`src/lhp_pkg.sv`:
```
package lhp_pkg;

    // Default store size: one bucket per 100 us up to 2 s, plus an overflow bucket
    localparam int BUCKET_COUNT_DEF = 20002;

    localparam int SAMPLE_W = 32;
    localparam int COUNT_W  = 32;
    localparam int FRAC_W   = 14;
    localparam int SUM_W    = 63;

    localparam int IN_DATA_W  = 48;
    localparam int OUT_DATA_W = 160;

    localparam logic [SAMPLE_W-1:0] OVERFLOW_LIMIT_US = 32'd2000000;
    localparam int                  BUCKET_WIDTH_US   = 100;
    localparam logic [FRAC_W-1:0]   FRACTION_FULL     = 14'd10000;

    // Divide by 100 through a reciprocal: exact for dividends below about 6e6
    localparam int               SMALL_W     = 21;
    localparam int               RECIP_W     = 22;
    localparam logic [RECIP_W-1:0] RECIP_100 = 22'd2684355;
    localparam int               RECIP_SHIFT = 28;
    localparam int               QUOT_W      = 15;

    // Fraction times count, and bucket count times 10000
    localparam int SCALED_W = COUNT_W + FRAC_W;

    typedef enum logic
    {
        OP_ADD   = 1'b0,
        OP_QUERY = 1'b1
    } op_t;

    typedef struct packed
    {
        logic clr_wr;
        logic add_accept;
        logic add_commit;
        logic query_accept;
        logic rank_load;
        logic walk_step;
        logic query_commit;
    } cmd_t;

    typedef struct packed
    {
        logic clr_last;
        logic empty;
        logic found;
    } status_t;

endpackage

```
`src/lhp_ctrl.sv`:
```
module lhp_ctrl (
    input  logic             clk,
    input  logic             rst_n,
    input  logic             s_tvalid,
    input  logic             s_op,
    input  logic             m_tready,
    input  lhp_pkg::status_t status,
    output logic             s_tready,
    output logic             m_tvalid,
    output lhp_pkg::cmd_t    cmd
);

    import lhp_pkg::*;

    typedef enum logic [2:0]
    {
        ST_CLEAR,
        ST_IDLE,
        ST_ADD,
        ST_RANK,
        ST_WALK,
        ST_RESULT
    } state_t;

    state_t state_reg;
    state_t state_next;
    logic   m_tvalid_reg;
    logic   m_tvalid_next;
    logic   out_free;

    assign out_free = !m_tvalid_reg || m_tready;

    always_comb
    begin
        state_next    = state_reg;
        m_tvalid_next = m_tvalid_reg && !m_tready;
        cmd           = '0;
        unique case (state_reg)
            ST_CLEAR:
            begin
                cmd.clr_wr = 1'b1;
                if (status.clr_last)
                begin
                    state_next = ST_IDLE;
                end
            end
            ST_IDLE:
            begin
                if (s_tvalid)
                begin
                    if (s_op == OP_ADD)
                    begin
                        cmd.add_accept = 1'b1;
                        state_next     = ST_ADD;
                    end
                    else
                    begin
                        cmd.query_accept = 1'b1;
                        state_next       = status.empty ? ST_RESULT : ST_RANK;
                    end
                end
            end
            ST_ADD:
            begin
                // hold the bucket read until the result register frees up
                if (out_free)
                begin
                    cmd.add_commit = 1'b1;
                    m_tvalid_next  = 1'b1;
                    state_next     = ST_IDLE;
                end
            end
            ST_RANK:
            begin
                cmd.rank_load = 1'b1;
                state_next    = ST_WALK;
            end
            ST_WALK:
            begin
                if (status.found)
                begin
                    state_next = ST_RESULT;
                end
                else
                begin
                    cmd.walk_step = 1'b1;
                end
            end
            ST_RESULT:
            begin
                if (out_free)
                begin
                    cmd.query_commit = 1'b1;
                    m_tvalid_next    = 1'b1;
                    state_next       = ST_IDLE;
                end
            end
            default:
            begin
                state_next = ST_IDLE;
            end
        endcase
    end

    always_ff @(posedge clk or negedge rst_n)
    begin
        if (!rst_n)
        begin
            state_reg    <= ST_CLEAR;
            m_tvalid_reg <= 1'b0;
        end
        else
        begin
            state_reg    <= state_next;
            m_tvalid_reg <= m_tvalid_next;
        end
    end

    assign s_tready = (state_reg == ST_IDLE);
    assign m_tvalid = m_tvalid_reg;

endmodule

```
`config.mk`:
```
export PLATFORM = sky130hd
export DESIGN_NAME = lhp_ctrl
export DESIGN_NICKNAME = d
export VERILOG_FILES = /design/src/lhp_pkg.sv /design/src/lhp_ctrl.sv
export SDC_FILE = /design/constraint.sdc
export NUM_CORES = 1
export LEC_CHECK = 0
export BUFFER_PORTS_ARGS = -buffer_cell sky130_fd_sc_hd__buf_4
export CAP_MARGIN = 20
export CORE_AREA = 8 8 45 47
export DETAILED_ROUTE_END_ITERATION = 10
export DIE_AREA = 0 0 53 55
export HOLD_SLACK_MARGIN = 0.1
export PLACE_DENSITY = 0.56
export SYNTH_ARGS = -nofsm -noshare
export SYNTH_HDL_FRONTEND = slang
export SYNTH_SLANG_ARGS = --single-unit
```
`constraint.sdc`:
```
create_clock -name clk -period 3.44 [get_ports clk]
set_input_delay 0.688 -clock clk [delete_from_list [all_inputs] [get_ports clk]]
set_output_delay 0.688 -clock clk [all_outputs]
set_load 0.02 [all_outputs]
```
# After elaboration in Yosys (flattened, before gate mapping)
# Cells that the tools add are included.
[word_totals]
in_bits = 8
regBits = 4
[op_classes]
muxes = 22
eq_ne = 9
n_reduce_logical = 7
[op_table]
columns = ["cell", "count"]
rows = [
  ["$mux 3", 6],
  ["$mux 1", 15],
  ["$pmux 3 s5", 1],
  ["$eq 3x2->1 const B", 2],
  ["$eq 3x3->1 const B", 2],
  ["$ne 2x2->1 const B", 3],
  ["$reduce_and 4->1", 1],
  ["$eq 3x1->1 const B", 1],
  ["$logic_not 3->1", 1],
  ["$logic_not 1->1", 2],
  ["$ne 2x1->1 const B", 1],
  ["$reduce_or 2->1", 1],
  ["$logic_and 1x1->1", 1],
  ["$logic_or 1x1->1", 1],
]

# Longest topological paths before layout
[logic_depth]
depth_word = 4
depth_mapped = 5
mapped_depth_nobuf = 4

# Worst setup path before layout
# No wires, ideal clock.
[synth_timing]
path_kind = "register -> output"
startpoint = "reg state_reg[1]"
endpoint = "out cmd[3] in the netlist's numbering"
path_slack_ns = 1.366
n_path_buf = 1
stages_incl_launch_ff = 6
required_time_ns = 2.752
t_arrival_ns = 1.386
cell_sequence = "dfrtp_1 > buf_4 > nand2b_4 > nor2_1 > nand2_1 > nor2_1"
[synth_lines]
columns = ["element", "line_no", "source"]
rows = [
  ["start, declared", "lhp_ctrl.sv:25", "state_t state_reg;"],
  ["start signal, assigned", "lhp_ctrl.sv:114", "state_reg <= state_next;"],
  ["end, declared", "lhp_ctrl.sv:10", "output lhp_pkg::cmd_t cmd"],
]

==> results.yml <==
timing:
  setup-tns-final_ns: 0
  skew_ns: 0.00254
  grt_setup_unrepaired: "no"
  finalMaxSlewViolations: 0
  timing.final.crit_share: 0.642
  maxSlewHeadroom: 0.781
  max_freq_mhz: 453
  tightest_slew_ns: 0.329
  whs_ns: 0.237
  period_minus_slack_ns: 2.21
  setup_viol: 0
  hold_violations: 0
floorplanning:
  rows: 14
  die_height_um: 55
  coreArea_sq_mm: 0.00138
  die-area_sq_mm: 0.00292
  start_util: 0.241
  die_x_um: 53
  io_pins: 17
logic_synthesis:
  synth-edff-count: 0
  synth_fp_nets: 49
  synth.top_cell.area_share: 0.300
  ys_seq_elements: 4
  yosys_warnings: 0
  synth.avg_cell_area_sq_um: 8.15
  yosysSeqAreaShare: 0.300
  synth.distinct_cells: 22
  yosysTopAreaCell: "dfrtp_1"
  async_flop_share: 1.00
  synth.cell_area_sq_um: 334
  ys_top_cells_by_area: "dfrtp_1 (30%), nor2_1 (7.9%), a21oi_1 (4.5%), nor3_1 (4.5%), a221oi_2 (4.5%)"
  synth_flop_cell: "dfrtp_1"
  synth_cells: 41
critical_path:
  r2r-end: "state_reg[0]$_DFFE_PN0P_"
  cp-endpoint: "cmd[0]"
  crit_path_end_kind: "output pin"
  required_ns: 2.75
  setup.worst_path.start_class: "flop"
  arrival_ns: 1.52
  r2r-start: "state_reg[0]$_DFFE_PN0P_"
  r2r_setup_slack_ns: 1.93
  path_depth: 4
  crit_start: "state_reg[2]$_DFFE_PN0P_"
  path_buf_inv: 2
  max_stage_delay_ns: 0.52
  cp_max_fo: 10
  reg2reg_depth: 4
  worstPathCellList: "inv_1 -> or2_2 -> nor2_1 -> buf_4"
  worstSetupPathType: "reg -> out"
  cp_top_family: "flip-flops"
  cp_slowest_cell: "dfrtp_1"
cts:
  path_clk_slew_ns: 0.04
  cts_htree_levels: 1
  root_buffer: "clkbuf_4"
  clock-sinks: 4
  cts_buffers: 3
  cts_tree: "done"
  clockBufferDepth: 2
  cts_hold_buf: 0
  insertion_delay_ns: 0.24
  ctsResizeCount: 0
  cts_setup_buffers: 0
global_route:
  grt.overflow.total: 0
  grt_pass1_wl_mm: 1.47
  antenna_found_initial: 0
  grtUsageMet1: 0.0658
  grt_util_met3: 0.0348
  grt_usage: 0.0696
  grt_max_degree: 11
  grt_pass1_vias: 367
  use_met2: 0.109
  top_usage_layer: "met2"
power:
  p_leak_nw: 0.223
  ir_drop_mv: 0.262
  internal_power_mw: 0.207
  p_sw_mw: 0.175
  p_per_area_mw_per_mm2: 808
  p_seq_frac: 0.275
  switching_share: 0.459
  clock_power_share: 0.152
  combPwrFrac: 0.573
placement:
  gp_congestion: 0.781
  port-buffer-count: 16
  hpwl_um: 707
detailed_routing:
  wl_um: 894
  first_iter_violations: 1
  firstDrtPassIters: 4
  via_count: 343
  viasPerCell: 4.70
  post_drt_wl_per_cell_um: 12.2
  postRouteAntennaNets: 0
  post-route-drc-count: 0
layout:
  drive_gt1_frac: 0.439
  fillers: 149
  antenna_cells: 0
  syn2layout_area_growth_pct: 41.6
  multiInputGateArea_sq_um: 203
  largest_reg_flops: 3
  fin_util: 0.342
  register_area_sq_um: 100
  layout.nets: 67
run:
  maxCapViolations: 0
worst_hold_path:
  hold_class: "in -> async"
outcome:
  outcome: "finished clean"
## Yosys cell counts, drive strengths merged (2+ instances only)
| master | n |
|---|---|
| nor2 | 7 |
| dfrtp | 4 |
| nand2b | 4 |
| nor3 | 4 |
| a21oi | 3 |
| buf | 3 |
| o21ai | 3 |
| and3 | 2 |
| inv | 2 |
| nand2 | 2 |
| o211ai | 2 |
## cell usage in the layout (no fill, tap or decap)
master,instances
nand2_1,2
or2_2,1
nor3_2,1
a21oi_1,3
nor2b_1,1
o21ai_0,2
a221oi_2,1
nand2b_2,1
nand2b_4,1
o211ai_1,2
mux2_1,1
buf_4,16
clkbuf_4,3
o22ai_2,1
nand2b_1,2
nor2_1,7
o21ai_1,1
dfrtp_1,4
nor3_1,3
inv_1,2
and3_1,2
## how the worst min path moves through the flow
stage / depth (start not counted) / startpoint / to / slack [ns]
final: 1 / rst_n / state_reg[0]$_DFFE_PN0P_ / 0.24
after global routing: 1 / rst_n / state_reg[0]$_DFFE_PN0P_ / 0.23
after CTS: 1 / rst_n / state_reg[0]$_DFFE_PN0P_ / 0.24
after detailed placement: 1 / rst_n / m_tvalid$_DFF_PN0_ / 0.49
after global placement: 1 / rst_n / m_tvalid$_DFF_PN0_ / 0.49
after floorplan: 0 / rst_n / m_tvalid$_DFF_PN0_ / 0.39
## cell type report
| type | instances | share of cell area |
|---|---|---|
| well taps | 16 | 0.0423 |
| multi-input cells | 32 | 0.429 |
| inverters | 2 | 0.0159 |
| repair buffers | 16 | 0.254 |
| clock buffers | 3 | 0.0476 |
| flip-flops and latches | 4 | 0.212 |
## stage by stage
stage	power (mW)	cell area, sq um	setup slack [ns]	instances
floorplan	0.264	334	1.37	41
global placement	0.325	450	1.52	70
detailed placement	0.327	450	1.50	70
CTS	0.387	473	1.25	73
global route	0.417	473	1.11	73
finish	0.382	473	1.23	73
## routing by layer
layer  share of wire  wire length (um)  vias to the layer above
met5               0                 0                        -
met2            0.45               406                       15
met1            0.39               346                      152
li1                -                 -                      172
met3            0.11               100                        4
met4           0.045                40                        0
## power groups by stage
stage | logic (mW) | clock network (mW) | registers (mW)
global route | 0.243 | 0.0639 | 0.110
global placement | 0.219 | 0 | 0.106
CTS | 0.223 | 0.0598 | 0.105
floorplan | 0.185 | 0 | 0.0787
detailed placement | 0.222 | 0 | 0.105
finish | 0.219 | 0.0581 | 0.105
## logic make-up (layout without fill, tap and decap cells)
logic type,Yosys count,count (layout),share of synthesized area
AND/OR/NAND/NOR,21,21,0.356
AO/OA/AOI/OAI,10,10,0.217
buffers and inverters,5,21,0.0936
flip-flops,4,4,0.300
multiplexers,1,1,0.0337
Note: power is estimated with default switching activity, not from simulation.
